`src/sv/bbc_pkg.sv`:
```
// ----------------------------------------------------------------------------
// bbc_pkg: shared types and constants of the beam counter
// Register indexes, reset values, event codes and the bundles that travel
// between the configuration block, the core and the top level.
// ----------------------------------------------------------------------------
package bbc_pkg;

    localparam int TIME_W     = 32;
    localparam int READING_W  = 10;
    localparam int THR_W      = 10;
    localparam int WINDOW_W   = 16;
    localparam int TIMEOUT_W  = 20;
    localparam int HOLDOFF_W  = 16;
    localparam int CFG_IDX_W  = 3;
    localparam int CFG_DATA_W = 32;
    localparam int COUNT_OUT_W = 16;

    // register indexes of the configuration port
    localparam logic [CFG_IDX_W-1:0] REG_THRESHOLD_LEFT   = 3'd0;
    localparam logic [CFG_IDX_W-1:0] REG_THRESHOLD_RIGHT  = 3'd1;
    localparam logic [CFG_IDX_W-1:0] REG_WINDOW_MS        = 3'd2;
    localparam logic [CFG_IDX_W-1:0] REG_ALIGN_TIMEOUT_MS = 3'd3;
    localparam logic [CFG_IDX_W-1:0] REG_HOLDOFF_MS       = 3'd4;

    // reset values of the registers
    localparam logic [THR_W-1:0]     RST_THRESHOLD     = 10'd200;
    localparam logic [WINDOW_W-1:0]  RST_WINDOW_MS     = 16'd2000;
    localparam logic [TIMEOUT_W-1:0] RST_ALIGN_TIMEOUT = 20'd20000;
    localparam logic [HOLDOFF_W-1:0] RST_HOLDOFF_MS    = 16'd500;

    typedef enum logic [1:0] {
        EV_NONE  = 2'd0,
        EV_ENTRY = 2'd1,
        EV_EXIT  = 2'd2
    } t_event;

    typedef struct packed {
        logic [THR_W-1:0]     threshold_left;
        logic [THR_W-1:0]     threshold_right;
        logic [WINDOW_W-1:0]  window_ms;
        logic [TIMEOUT_W-1:0] align_timeout_ms;
        logic [HOLDOFF_W-1:0] holdoff_ms;
    } t_cfg;

    typedef struct packed {
        t_event                 event_res;
        logic                   aligning;
        logic                   obstructed_left;
        logic                   obstructed_right;
        logic [COUNT_OUT_W-1:0] count_in;
        logic [COUNT_OUT_W-1:0] count_out;
    } t_result;

endpackage

```
`src/sv/bbc_cfg.sv`:
```
// ----------------------------------------------------------------------------
// bbc_cfg: configuration register file
// Holds the thresholds and timing registers; takes one write per cycle.
// ----------------------------------------------------------------------------
module bbc_cfg (
    input  logic                           i_clk,
    input  logic                           i_rst_n,
    input  logic                           i_cfg_valid,
    output logic                           o_cfg_ready,
    input  logic [bbc_pkg::CFG_IDX_W-1:0]  i_cfg_index,
    input  logic [bbc_pkg::CFG_DATA_W-1:0] i_cfg_data,
    output bbc_pkg::t_cfg                  o_cfg
);
    import bbc_pkg::*;

    t_cfg r_cfg;

    assign o_cfg_ready = 1'b1;
    assign o_cfg       = r_cfg;

    always_ff @(posedge i_clk) begin
        if (!i_rst_n) begin
            r_cfg.threshold_left   <= RST_THRESHOLD;
            r_cfg.threshold_right  <= RST_THRESHOLD;
            r_cfg.window_ms        <= RST_WINDOW_MS;
            r_cfg.align_timeout_ms <= RST_ALIGN_TIMEOUT;
            r_cfg.holdoff_ms       <= RST_HOLDOFF_MS;
        end else if (i_cfg_valid) begin
            case (i_cfg_index)
                REG_THRESHOLD_LEFT:   r_cfg.threshold_left   <= i_cfg_data[THR_W-1:0];
                REG_THRESHOLD_RIGHT:  r_cfg.threshold_right  <= i_cfg_data[THR_W-1:0];
                REG_WINDOW_MS:        r_cfg.window_ms        <= i_cfg_data[WINDOW_W-1:0];
                REG_ALIGN_TIMEOUT_MS: r_cfg.align_timeout_ms <= i_cfg_data[TIMEOUT_W-1:0];
                REG_HOLDOFF_MS:       r_cfg.holdoff_ms       <= i_cfg_data[HOLDOFF_W-1:0];
                default: begin
                    // drop writes beyond the register list
                end
            endcase
        end
    end

endmodule

```
`src/sv/bbc_core.sv`:
```
// ----------------------------------------------------------------------------
// bbc_core: per-sample decision logic and tracking state
// Evaluates one registered sample against the held state and commits the
// new state when the sample moves on to the result register.
// ----------------------------------------------------------------------------
module bbc_core #(
    parameter int COUNT_WIDTH = 16
) (
    input  logic                          i_clk,
    input  logic                          i_rst_n,
    input  logic                          i_fire,
    input  bbc_pkg::t_cfg                 i_cfg,
    input  logic [bbc_pkg::TIME_W-1:0]    i_now_ms,
    input  logic [bbc_pkg::READING_W-1:0] i_reading_left,
    input  logic [bbc_pkg::READING_W-1:0] i_reading_right,
    output bbc_pkg::t_result              o_res
);
    import bbc_pkg::*;

    logic [TIME_W-1:0]      r_obs_time_l, r_obs_time_r, n_obs_time_l, n_obs_time_r;
    logic                   r_stale_l, r_stale_r, n_stale_l, n_stale_r;
    logic [TIME_W-1:0]      r_laser_l, r_laser_r, n_laser_l, n_laser_r;
    logic                   r_align, n_align;
    logic [TIME_W-1:0]      r_hold_start, n_hold_start;
    logic                   r_hold_active, n_hold_active;
    logic [COUNT_WIDTH-1:0] r_entries, r_exits, n_entries, n_exits;

    logic                   obl, obr;
    logic                   held;
    logic [TIME_W-1:0]      age_hold, age_l, age_r, age_las_l, age_las_r;
    logic                   valid_l, valid_r;
    logic                   guard_ok, misaligned;
    t_event                 ev;

    always_comb begin
        obl      = i_reading_left > i_cfg.threshold_left;
        obr      = i_reading_right > i_cfg.threshold_right;
        age_hold = i_now_ms - r_hold_start;
        held     = r_hold_active && (age_hold < TIME_W'(i_cfg.holdoff_ms));

        n_obs_time_l  = r_obs_time_l;
        n_obs_time_r  = r_obs_time_r;
        n_stale_l     = r_stale_l;
        n_stale_r     = r_stale_r;
        n_laser_l     = r_laser_l;
        n_laser_r     = r_laser_r;
        n_align       = r_align;
        n_hold_start  = r_hold_start;
        n_hold_active = r_hold_active;
        n_entries     = r_entries;
        n_exits       = r_exits;
        ev            = EV_NONE;

        // fresh obstructions take the current time
        if (obl) begin
            n_obs_time_l = i_now_ms;
            n_stale_l    = 1'b0;
        end
        if (obr) begin
            n_obs_time_r = i_now_ms;
            n_stale_r    = 1'b0;
        end
        age_l   = i_now_ms - n_obs_time_l;
        age_r   = i_now_ms - n_obs_time_r;
        valid_l = !n_stale_l && (age_l < TIME_W'(i_cfg.window_ms));
        valid_r = !n_stale_r && (age_r < TIME_W'(i_cfg.window_ms));

        if (!obl) n_laser_l = i_now_ms;
        if (!obr) n_laser_r = i_now_ms;
        age_las_l  = i_now_ms - n_laser_l;
        age_las_r  = i_now_ms - n_laser_r;
        misaligned = (age_las_l > TIME_W'(i_cfg.align_timeout_ms)) ||
                     (age_las_r > TIME_W'(i_cfg.align_timeout_ms));
        guard_ok   = i_now_ms > TIME_W'({i_cfg.window_ms, 1'b0});

        if (held) begin
            // ignore the sample entirely
            n_obs_time_l = r_obs_time_l;
            n_obs_time_r = r_obs_time_r;
            n_stale_l    = r_stale_l;
            n_stale_r    = r_stale_r;
            n_laser_l    = r_laser_l;
            n_laser_r    = r_laser_r;
        end else begin
            n_hold_active = 1'b0;
            if (r_align) begin
                n_laser_l = r_laser_l;
                n_laser_r = r_laser_r;
                if (!valid_l && !valid_r) begin
                    n_align   = 1'b0;
                    n_laser_l = i_now_ms;
                    n_laser_r = i_now_ms;
                end
            end else if (misaligned) begin
                n_align = 1'b1;
            end else if (valid_l && valid_r && guard_ok && !(obl && obr)) begin
                if (age_r < age_l) begin
                    ev = EV_ENTRY;
                    if (!(&r_entries)) n_entries = r_entries + 1'b1;
                end else if (age_l < age_r) begin
                    ev = EV_EXIT;
                    if (!(&r_exits)) n_exits = r_exits + 1'b1;
                end
                if (ev != EV_NONE) begin
                    n_stale_l     = 1'b1;
                    n_stale_r     = 1'b1;
                    n_hold_active = 1'b1;
                    n_hold_start  = i_now_ms;
                end
            end
        end

        o_res.event_res        = ev;
        o_res.aligning         = n_align;
        o_res.obstructed_left  = obl;
        o_res.obstructed_right = obr;
        o_res.count_in         = COUNT_OUT_W'(n_entries);
        o_res.count_out        = COUNT_OUT_W'(n_exits);
    end

    always_ff @(posedge i_clk) begin
        if (!i_rst_n) begin
            r_obs_time_l  <= '0;
            r_obs_time_r  <= '0;
            r_stale_l     <= 1'b1;
            r_stale_r     <= 1'b1;
            r_laser_l     <= '0;
            r_laser_r     <= '0;
            r_align       <= 1'b0;
            r_hold_start  <= '0;
            r_hold_active <= 1'b0;
            r_entries     <= '0;
            r_exits       <= '0;
        end else if (i_fire) begin
            r_obs_time_l  <= n_obs_time_l;
            r_obs_time_r  <= n_obs_time_r;
            r_stale_l     <= n_stale_l;
            r_stale_r     <= n_stale_r;
            r_laser_l     <= n_laser_l;
            r_laser_r     <= n_laser_r;
            r_align       <= n_align;
            r_hold_start  <= n_hold_start;
            r_hold_active <= n_hold_active;
            r_entries     <= n_entries;
            r_exits       <= n_exits;
        end
    end

endmodule

```
`src/sv/bidirectional_beam_counter_unit.sv`:
```
// ----------------------------------------------------------------------------
// bidirectional_beam_counter_unit: two-beam entry/exit counter
// Usage:
//   Input channel (i_in_valid / o_in_stall) carries one timestamped pair of
//   beam readings per transfer. Output channel (o_out_valid / i_out_stall)
//   returns exactly one result per input transfer: event code, aligning
//   flag, both obstruction flags and the entry/exit counters.
//   Configuration writes arrive on i_cfg_valid / o_cfg_ready with a
//   register index and data; the port is always ready. Write only while
//   the block is idle.
//   Path: each sample passes the input register, the core's combinational
//   state update, then the result register, which drives o_out_valid.
//   Throughput: one item per cycle while the receiver does not stall; the
//   core's state update lies between the two registers.
//   A stalled receiver holds the result register; the input register still
//   takes one more transfer if it was empty, after which o_in_stall rises.
//   Reset (synchronous, active low) empties both registers, restores the
//   register defaults and clears the counters and tracking state.
// ----------------------------------------------------------------------------
module bidirectional_beam_counter_unit #(
    parameter int COUNT_WIDTH = 16
) (
    input  logic                           i_clk,
    input  logic                           i_rst_n,
    // sample input
    input  logic                           i_in_valid,
    output logic                           o_in_stall,
    input  logic [bbc_pkg::TIME_W-1:0]     i_now_ms,
    input  logic [bbc_pkg::READING_W-1:0]  i_reading_left,
    input  logic [bbc_pkg::READING_W-1:0]  i_reading_right,
    // result output
    output logic                           o_out_valid,
    input  logic                           i_out_stall,
    output logic [1:0]                     o_event_res,
    output logic                           o_aligning,
    output logic                           o_obstructed_left,
    output logic                           o_obstructed_right,
    output logic [bbc_pkg::COUNT_OUT_W-1:0] o_count_in,
    output logic [bbc_pkg::COUNT_OUT_W-1:0] o_count_out,
    // configuration writes
    input  logic                           i_cfg_valid,
    output logic                           o_cfg_ready,
    input  logic [bbc_pkg::CFG_IDX_W-1:0]  i_cfg_index,
    input  logic [bbc_pkg::CFG_DATA_W-1:0] i_cfg_data
);
    import bbc_pkg::*;

    t_cfg                 cfg;
    t_result              core_res;

    logic                 r_in_valid;
    logic [TIME_W-1:0]    r_now_ms;
    logic [READING_W-1:0] r_reading_l, r_reading_r;

    logic                 r_out_valid;
    t_result              r_res;

    logic                 advance;
    logic                 fire;
    logic                 in_take;

    // the result register frees up when empty or when its transfer completes
    assign advance    = !r_out_valid || !i_out_stall;
    assign fire       = r_in_valid && advance;
    assign o_in_stall = r_in_valid && !advance;
    assign in_take    = i_in_valid && !o_in_stall;

    bbc_cfg u_cfg (
        .i_clk       (i_clk),
        .i_rst_n     (i_rst_n),
        .i_cfg_valid (i_cfg_valid),
        .o_cfg_ready (o_cfg_ready),
        .i_cfg_index (i_cfg_index),
        .i_cfg_data  (i_cfg_data),
        .o_cfg       (cfg)
    );

    bbc_core #(
        .COUNT_WIDTH (COUNT_WIDTH)
    ) u_core (
        .i_clk           (i_clk),
        .i_rst_n         (i_rst_n),
        .i_fire          (fire),
        .i_cfg           (cfg),
        .i_now_ms        (r_now_ms),
        .i_reading_left  (r_reading_l),
        .i_reading_right (r_reading_r),
        .o_res           (core_res)
    );

    // input register: hold the sample until the core commits it
    always_ff @(posedge i_clk) begin
        if (!i_rst_n) begin
            r_in_valid <= 1'b0;
        end else if (in_take) begin
            r_in_valid <= 1'b1;
        end else if (fire) begin
            r_in_valid <= 1'b0;
        end
    end

    always_ff @(posedge i_clk) begin
        if (in_take) begin
            r_now_ms    <= i_now_ms;
            r_reading_l <= i_reading_left;
            r_reading_r <= i_reading_right;
        end
    end

    // result register: advance on commit, drop after transfer
    always_ff @(posedge i_clk) begin
        if (!i_rst_n) begin
            r_out_valid <= 1'b0;
        end else if (fire) begin
            r_out_valid <= 1'b1;
        end else if (!i_out_stall) begin
            r_out_valid <= 1'b0;
        end
    end

    always_ff @(posedge i_clk) begin
        if (fire) begin
            r_res <= core_res;
        end
    end

    assign o_out_valid        = r_out_valid;
    assign o_event_res        = r_res.event_res;
    assign o_aligning         = r_res.aligning;
    assign o_obstructed_left  = r_res.obstructed_left;
    assign o_obstructed_right = r_res.obstructed_right;
    assign o_count_in         = r_res.count_in;
    assign o_count_out        = r_res.count_out;

endmodule
```
`config.mk`:
```
export PLATFORM = sky130hd
export DESIGN_NAME = bidirectional_beam_counter_unit
export DESIGN_NICKNAME = d
export VERILOG_FILES = /design/src/sv/bbc_pkg.sv /design/src/sv/bbc_cfg.sv /design/src/sv/bbc_core.sv /design/src/sv/bidirectional_beam_counter_unit.sv
export SDC_FILE = /design/constraint.sdc
export NUM_CORES = 1
export LEC_CHECK = 0
export ABC_AREA = 1
export BUFFER_PORTS_ARGS = -buffer_cell sky130_fd_sc_hd__buf_2
export CAP_MARGIN = 40
export CORE_ASPECT_RATIO = 1.25
export CORE_MARGIN = 2
export CORE_UTILIZATION = 40
export DETAILED_ROUTE_END_ITERATION = 8
export SETUP_SLACK_MARGIN = 0.02
export SYNTH_ARGS = -nofsm -noshare
export SYNTH_HDL_FRONTEND = slang
export SYNTH_SLANG_ARGS = --single-unit
export TNS_END_PERCENT = 5
```
`constraint.sdc`:
```
create_clock -name i_clk -period 8.7 [get_ports i_clk]
set_input_delay 0.435 -clock i_clk [delete_from_list [all_inputs] [get_ports i_clk]]
set_output_delay 0.435 -clock i_clk [all_outputs]
set_load 0.01 [all_outputs]
```
==> results of run 1 <==
-- final timing paths --
| path | start | to | slack, ns | cells after the start |
|---|---|---|---|---|
| worst max-delay path | r_reading_l[5]$_DFFE_PP_ | o_count_in[1]$_DFFE_PP_ | 1.23 | 34 |
| worst min-delay path | i_now_ms[31] | r_now_ms[31]$_DFFE_PP_ | 0.04 | 1 |
| worst max register to register | r_reading_l[5]$_DFFE_PP_ | o_count_in[1]$_DFFE_PP_ | 1.23 | 34 |
| worst min register to register | u_core.r_laser_r[9]$_SDFFE_PN0P_ | u_core.r_laser_r[9]$_SDFFE_PN0P_ | 0.45 | 2 |
-- power by group through the flow --
stage                     Clock [mW]  Combinational [mW]  Sequential (mW)
final                           1.74                2.58             1.88
after global routing            1.84                2.92             1.89
after CTS                       1.79                2.57             1.88
after detailed placement           0                2.55             1.92
after global placement             0                2.53             1.92
after floorplan                    0                1.84             1.89
-- cells in the final DEF, fill, tap and decap left out, types with 84 or more instances in the layout --
| master | Yosys | routed |
|---|---|---|
| inv_1 | 542 | 540 |
| nand3_1 | 141 | 141 |
| nand4_1 | 84 | 84 |
| ha_1 | 309 | 309 |
| nor2_1 | 466 | 465 |
| a21oi_1 | 364 | 364 |
| o21ai_0 | 466 | 466 |
| xor2_1 | 88 | 88 |
| buf_2 | 13 | 117 |
| nand2_1 | 855 | 854 |
| edfxtp_1 | 89 | 89 |
| dfxtp_1 | 270 | 269 |
-- registers in the layout, summed over array words and instances (netlist names), 2 cells and up --
| name | count |
|---|---|
| r_reading_r | 10 |
| u_core.r_laser_l | 32 |
| u_core.r_laser_r | 32 |
| o_event_res | 2 |
| o_count_out | 16 |
| u_core.r_obs_time_l | 32 |
| u_core.r_hold_start | 32 |
| r_reading_l | 10 |
| o_count_in | 16 |
| r_now_ms | 32 |
| u_core.r_entries | 16 |
| u_core.r_obs_time_r | 32 |
| u_cfg.o_cfg | 72 |
| u_core.r_exits | 16 |
-- stage by stage --
stage	area [um^2]	instances
finish	31500	5250
CTS	31500	5250
detailed placement	30200	5176
global route	31500	5250
global placement	30100	5174
floorplan	28700	4211
-- final cells by class --
class | count | area, um^2
clock buffers | 52 | 1110
clock inverters | 22 | 216
fillers | 7437 | 39400
inverters | 555 | 2080
multi-input cells | 3169 | 18000
flip-flops and latches | 359 | 8080
well taps | 943 | 1180
repair buffers | 150 | 861
-- worst register-to-register path, delay by kind of cell, from the launching register on --
kind	cells	cell delay, ns
AO/OA/AOI/OAI	6	1.87
XOR/XNOR	1	0.34
adder cells (fa/ha/maj)	3	0.98
buffers and inverters	4	0.96
flip-flops	1	0.36
AND/OR/NAND/NOR	20	2.72
-- cells by family (layout without fill, tap and decap cells) --
| family | count (synthesis) | after routing | synth area share |
|---|---|---|---|
| AO/OA/AOI/OAI | 1050 | 1050 | 0.202 |
| XOR/XNOR | 107 | 107 | 0.0329 |
| other | 1 | 1 | 0.000131 |
| AND/OR/NAND/NOR | 1697 | 1697 | 0.252 |
| buffers and inverters | 683 | 779 | 0.0929 |
| flip-flops | 359 | 359 | 0.282 |
| adder cells (fa/ha/maj) | 314 | 314 | 0.138 |
-- metal layers --
metal | vias up | part of all wire | track usage
met3 | 170 | 0.042 | 0.0245
met1 | 12900 | 0.42 | 0.312
met4 | 0 | 0.037 | 0.0949
met5 | - | 0 | 0
met2 | 621 | 0.50 | 0.475
li1 | 14300 | - | -
==> flow_summary.toml, run 1 <==
[route]
vias = 28000
dr.pass1.iters = 7
drc = 0
drt_iter0_markers = 1749
totalWireLength_mm = 96.7
viasPerCell = 5.34
ant_nets = 0
wl_per_cell_um = 18.4

[synthesis]
ys_types = 61
synth_ff_type = "dfxtp_1"
yosysTopAreaCell = "dfxtp_1"
syn-num-nets = 4617
syn_area_um2 = 28700
ys_async_sr_fraction = 0
ys_seq_area_frac = 0.282
ys_ff_latch = 359
synth.most_common_cell = "nand2_1"
synth_cells = 4211
synth_top_area_share = 0.188
yosys-top-cells-count = "nand2_1 (855), inv_1 (542), nor2_1 (466), o21ai_0 (466), a21oi_1 (364)"
synth_area_leaders = "dfxtp_1 (19%), ha_1 (13%), nand2_1 (11%)"
ys_warn_count = 0
synth_edf_count = 89
avgSynthCellArea_um2 = 6.81

[placed_design]
pre_cts_slack_ns = 1.34
dp_hpwl_mm = 74.7
finalWeightedCongestion = 0.972
port_buffers = 118

[timing]
setup_tns_ns = 0
final-setup-viol-count = 0
drv_slew = 0
whs_ns = 0.0364
min_period_ns = 7.47
setup_ws_ns = 1.23
fin_crit_sh = 0.859
tightestPinTransition_ns = 1.05
fmax_ghz = 0.134
rsz0062_at_grt = "no"
hold_viol = 0
maxSlewHeadroom = 0.292
skew_ns = 0.0157

[clock_network]
cts-resized-gates = 0
clkTransAtPathRegs_ns = 0.06
root_buffer = "clkbuf_16"
postCtsSetupBuffers = 0
cts_sinks = 359
holdBufCountCts = 0
htreeDepth = 2
clockBufferDepth = 3
cts_made_buffers = 41
clkLatencyLatePin_ns = 0.58
cts_tree = "built"

[critical_path]
critPathLaunchType = "flip-flop"
crit_type = "reg -> reg"
critPathMostFrequentCell = "nand2_1"
cp_data_required_time_ns = 9.03
worst-path-max-fanout = 45
worst-path-buf-inv = 4
crit_slowest_cell = "a211oi_1"
worstPathArrival_ns = 7.80
critPathTopFamily = "simple AND/OR/NAND/NOR gates"
max_stage_delay_ns = 0.57
critPathCaptureType = "flip-flop"

[global_routing]
antenna_found_initial = 0
overflow = 0
grt.total_usage = 0.258
grt_pass1_wl_mm = 149
grt_max_degree = 97
grt_pass1_vias = 26500

[layout]
area_growth_pct = 9.74
drive_gt1_frac = 0.0687
insertedDiodeCount = 0
fin_util = 0.444
finish.net_count = 4682

[floorplanning]
core_um2 = 70900
die_h_um = 303
ioPinCount = 132
start_util = 0.405
die_x_um = 244
die_area_um2 = 73900
num_rows = 109

[run]
drv_cap = 0

[pwr]
clkPwrFrac = 0.281
switching_share = 0.410
leakage_nw = 14.2
p_int_mw = 3.67
switching_power_mw = 2.54
comb_power_share = 0.416
power_frac_seq = 0.303
cellPowerDensity_nw_per_um2 = 197
peakVddDrop_mv = 0.126
finalPower_mw = 6.21

[status]
status = "complete, no violations"

[worst_hold_path]
hold_class = "in -> reg"
Note: power is estimated with default switching activity, not from simulation.
==> run 2: changes to the inputs <==
Settings changed: ABC_CLOCK_PERIOD_IN_PS from default to 8700, CORE_UTILIZATION 40 to 45, SYNTH_HIERARCHICAL from default to 1.
==> run 2 against run 1 <==
Via count up 3.7%. Design area grew 3.5%. Critical path depth up 1. Register-to-register slack worse by 0.31 ns. First-iteration DRC count is 21% higher. Worst hold slack got worse by 0.013 ns. Wire length up 0.56%. Synthesized cell count up 4.2%. Non-clock buffer count is 51 higher. Critical endpoint is now u_core/r_hold_start[3]$_SDFFE_PN0P_.
==> flow_summary.toml, run 2 <==
[worst_hold_path]
holdPathStages = 1
hold_class = "in -> reg"

[route]
ant_nets = 0
totalWireLength_mm = 97.3
drc = 0
vias = 29100
viasPerCell = 5.39
wl_per_cell_um = 18.0
drt_iter0_markers = 2124
dr.pass1.iters = 6

[timing]
skew_ns = 0.0346
tightestPinTransition_ns = 0.903
rsz0062_at_grt = "no"
setup_ws_ns = 0.922
setup_tns_ns = 0
min_period_ns = 7.78
whs_ns = 0.0232
maxSlewHeadroom = 0.392
drv_slew = 0
hold_viol = 0
fin_crit_sh = 0.894
final-setup-viol-count = 0
fmax_ghz = 0.129

[layout]
fillers = 6649
multi_input_area_um2 = 18400
final_cell_mix = "nand2_1 (937), inv_1 (566), nor2_1 (553)"
area_growth_pct = 11.2
finish.net_count = 4908
insertedDiodeCount = 0
largest_reg_flops = 72
final_cell_area_um2 = 32600
drive_gt1_frac = 0.0810
regArea_um2 = 8080
final_common_cell = "nand2_1"

[placed_design]
port_buffers = 118
finalWeightedCongestion = 0.956
dp_hpwl_mm = 76.8
pre_cts_slack_ns = 1.07
postPlaceCellArea_um2 = 30800

[clock_network]
clkTransAtPathRegs_ns = 0.06
cts_made_buffers = 42
cts_sinks = 359
cts_tree = "built"
htreeDepth = 2
root_buffer = "clkbuf_16"
postCtsSetupBuffers = 0
clkLatencyLatePin_ns = 0.60
clockBufferDepth = 3

[floorplanning]
ioPinCount = 132
die_x_um = 232
die_h_um = 289
start_util = 0.455
die_area_um2 = 67200
num_rows = 104
core_um2 = 64400

[global_routing]
grt_pass1_vias = 26900
grt_max_degree = 99
grt_pass1_wl_mm = 150
antenna_found_initial = 0
grt.total_usage = 0.285
overflow = 0

[pwr]
peakVddDrop_mv = 0.151
cellPowerDensity_nw_per_um2 = 193
leakage_nw = 15.2

[critical_path]
critPathLaunchType = "flip-flop"
path_depth = 35
cp_data_required_time_ns = 9.19
critPathTopFamily = "simple AND/OR/NAND/NOR gates"
worstPathArrival_ns = 8.26
critPathCaptureType = "flip-flop"
worst-path-buf-inv = 2
ff2ff_path_depth = 35
max_stage_delay_ns = 0.55
crit_slowest_cell = "nor3_1"
worst-path-max-fanout = 31
crit_type = "reg -> reg"

[synthesis]
avgSynthCellArea_um2 = 6.68
yosysTopAreaCell = "dfxtp_1"
synth.most_common_cell = "nand2_1"
syn-num-nets = 4788
ys_ff_latch = 359
synth_area_leaders = "dfxtp_1 (18%), ha_1 (13%), nand2_1 (12%)"
ys_warn_count = 6
synth_cells = 4388
ys_seq_area_frac = 0.276
synth_ff_type = "dfxtp_1"
synth_top_area_share = 0.184
yosys-top-cells-count = "nand2_1 (937), inv_1 (567), nor2_1 (553)"
ys_async_sr_fraction = 0
synth_edf_count = 89
ys_types = 64
syn_area_um2 = 29300

[run]
drv_cap = 0

[status]
status = "complete, no violations"
run 2: final cells by class:
class                      count  share of cell area
multi-input combinational   3314               0.566
sequential                   359               0.248
inverter                     590              0.0681
timing repair buffer         201              0.0407
clock buffer                  52              0.0350
tap                          848              0.0326
clock inverter                25             0.00983
run 2: stage by stage:
| step | instances | power [mW] | util |
|---|---|---|---|
| 2_1_floorplan | 4388 | 3.72 | - |
| 3_3_place_gp | 5275 | 4.39 | 0.477 |
| 3_5_place_dp | 5281 | 4.41 | 0.478 |
| 4_1_cts | 5389 | 6.31 | 0.506 |
| 5_1_grt | 5389 | 6.73 | 0.506 |
| 6_report | 5389 | 6.30 | 0.506 |
run 2: report_power, final:
group          internal [mW]  total [mW]  switching (mW)
logic                  0.867        2.58            1.71
registers               1.81        1.85          0.0482
clock network           1.09        1.87           0.777
run 2: final timing paths:
kind / end / slack, ns / from
worst min-delay path: r_reading_r[9]$_DFFE_PP_ / 0.02 / i_reading_right[9]
worst min register to register: u_core/r_laser_r[11]$_SDFFE_PN0P_ / 0.45 / u_core/r_laser_r[11]$_SDFFE_PN0P_
worst max register to register: u_core/r_hold_start[3]$_SDFFE_PN0P_ / 0.92 / r_reading_r[5]$_DFFE_PP_
worst max-delay path: u_core/r_hold_start[3]$_SDFFE_PN0P_ / 0.92 / r_reading_r[5]$_DFFE_PP_
run 2: cell families after synthesis:
kind of cell             synth area share
buffers and inverters              0.0957
adder cells (fa/ha/maj)             0.133
other                            0.000128
AO/OA/AOI/OAI                       0.165
flip-flops                          0.276
XOR/XNOR                           0.0320
AND/OR/NAND/NOR                     0.299
run 2: what timing repair did:
action | in CTS | in global routing
hold endpoints to repair | 31 | 0
gates resized for setup | 0 | 0
hold buffers | 31 | 0
run 2: metal layers:
metal | up-vias | share of wire | track usage
li1 | 14800 | - | -
met1 | 13200 | 0.43 | 0.354
met2 | 786 | 0.48 | 0.496
met3 | 196 | 0.042 | 0.0229
met4 | 0 | 0.052 | 0.139
met5 | - | 0 | 0
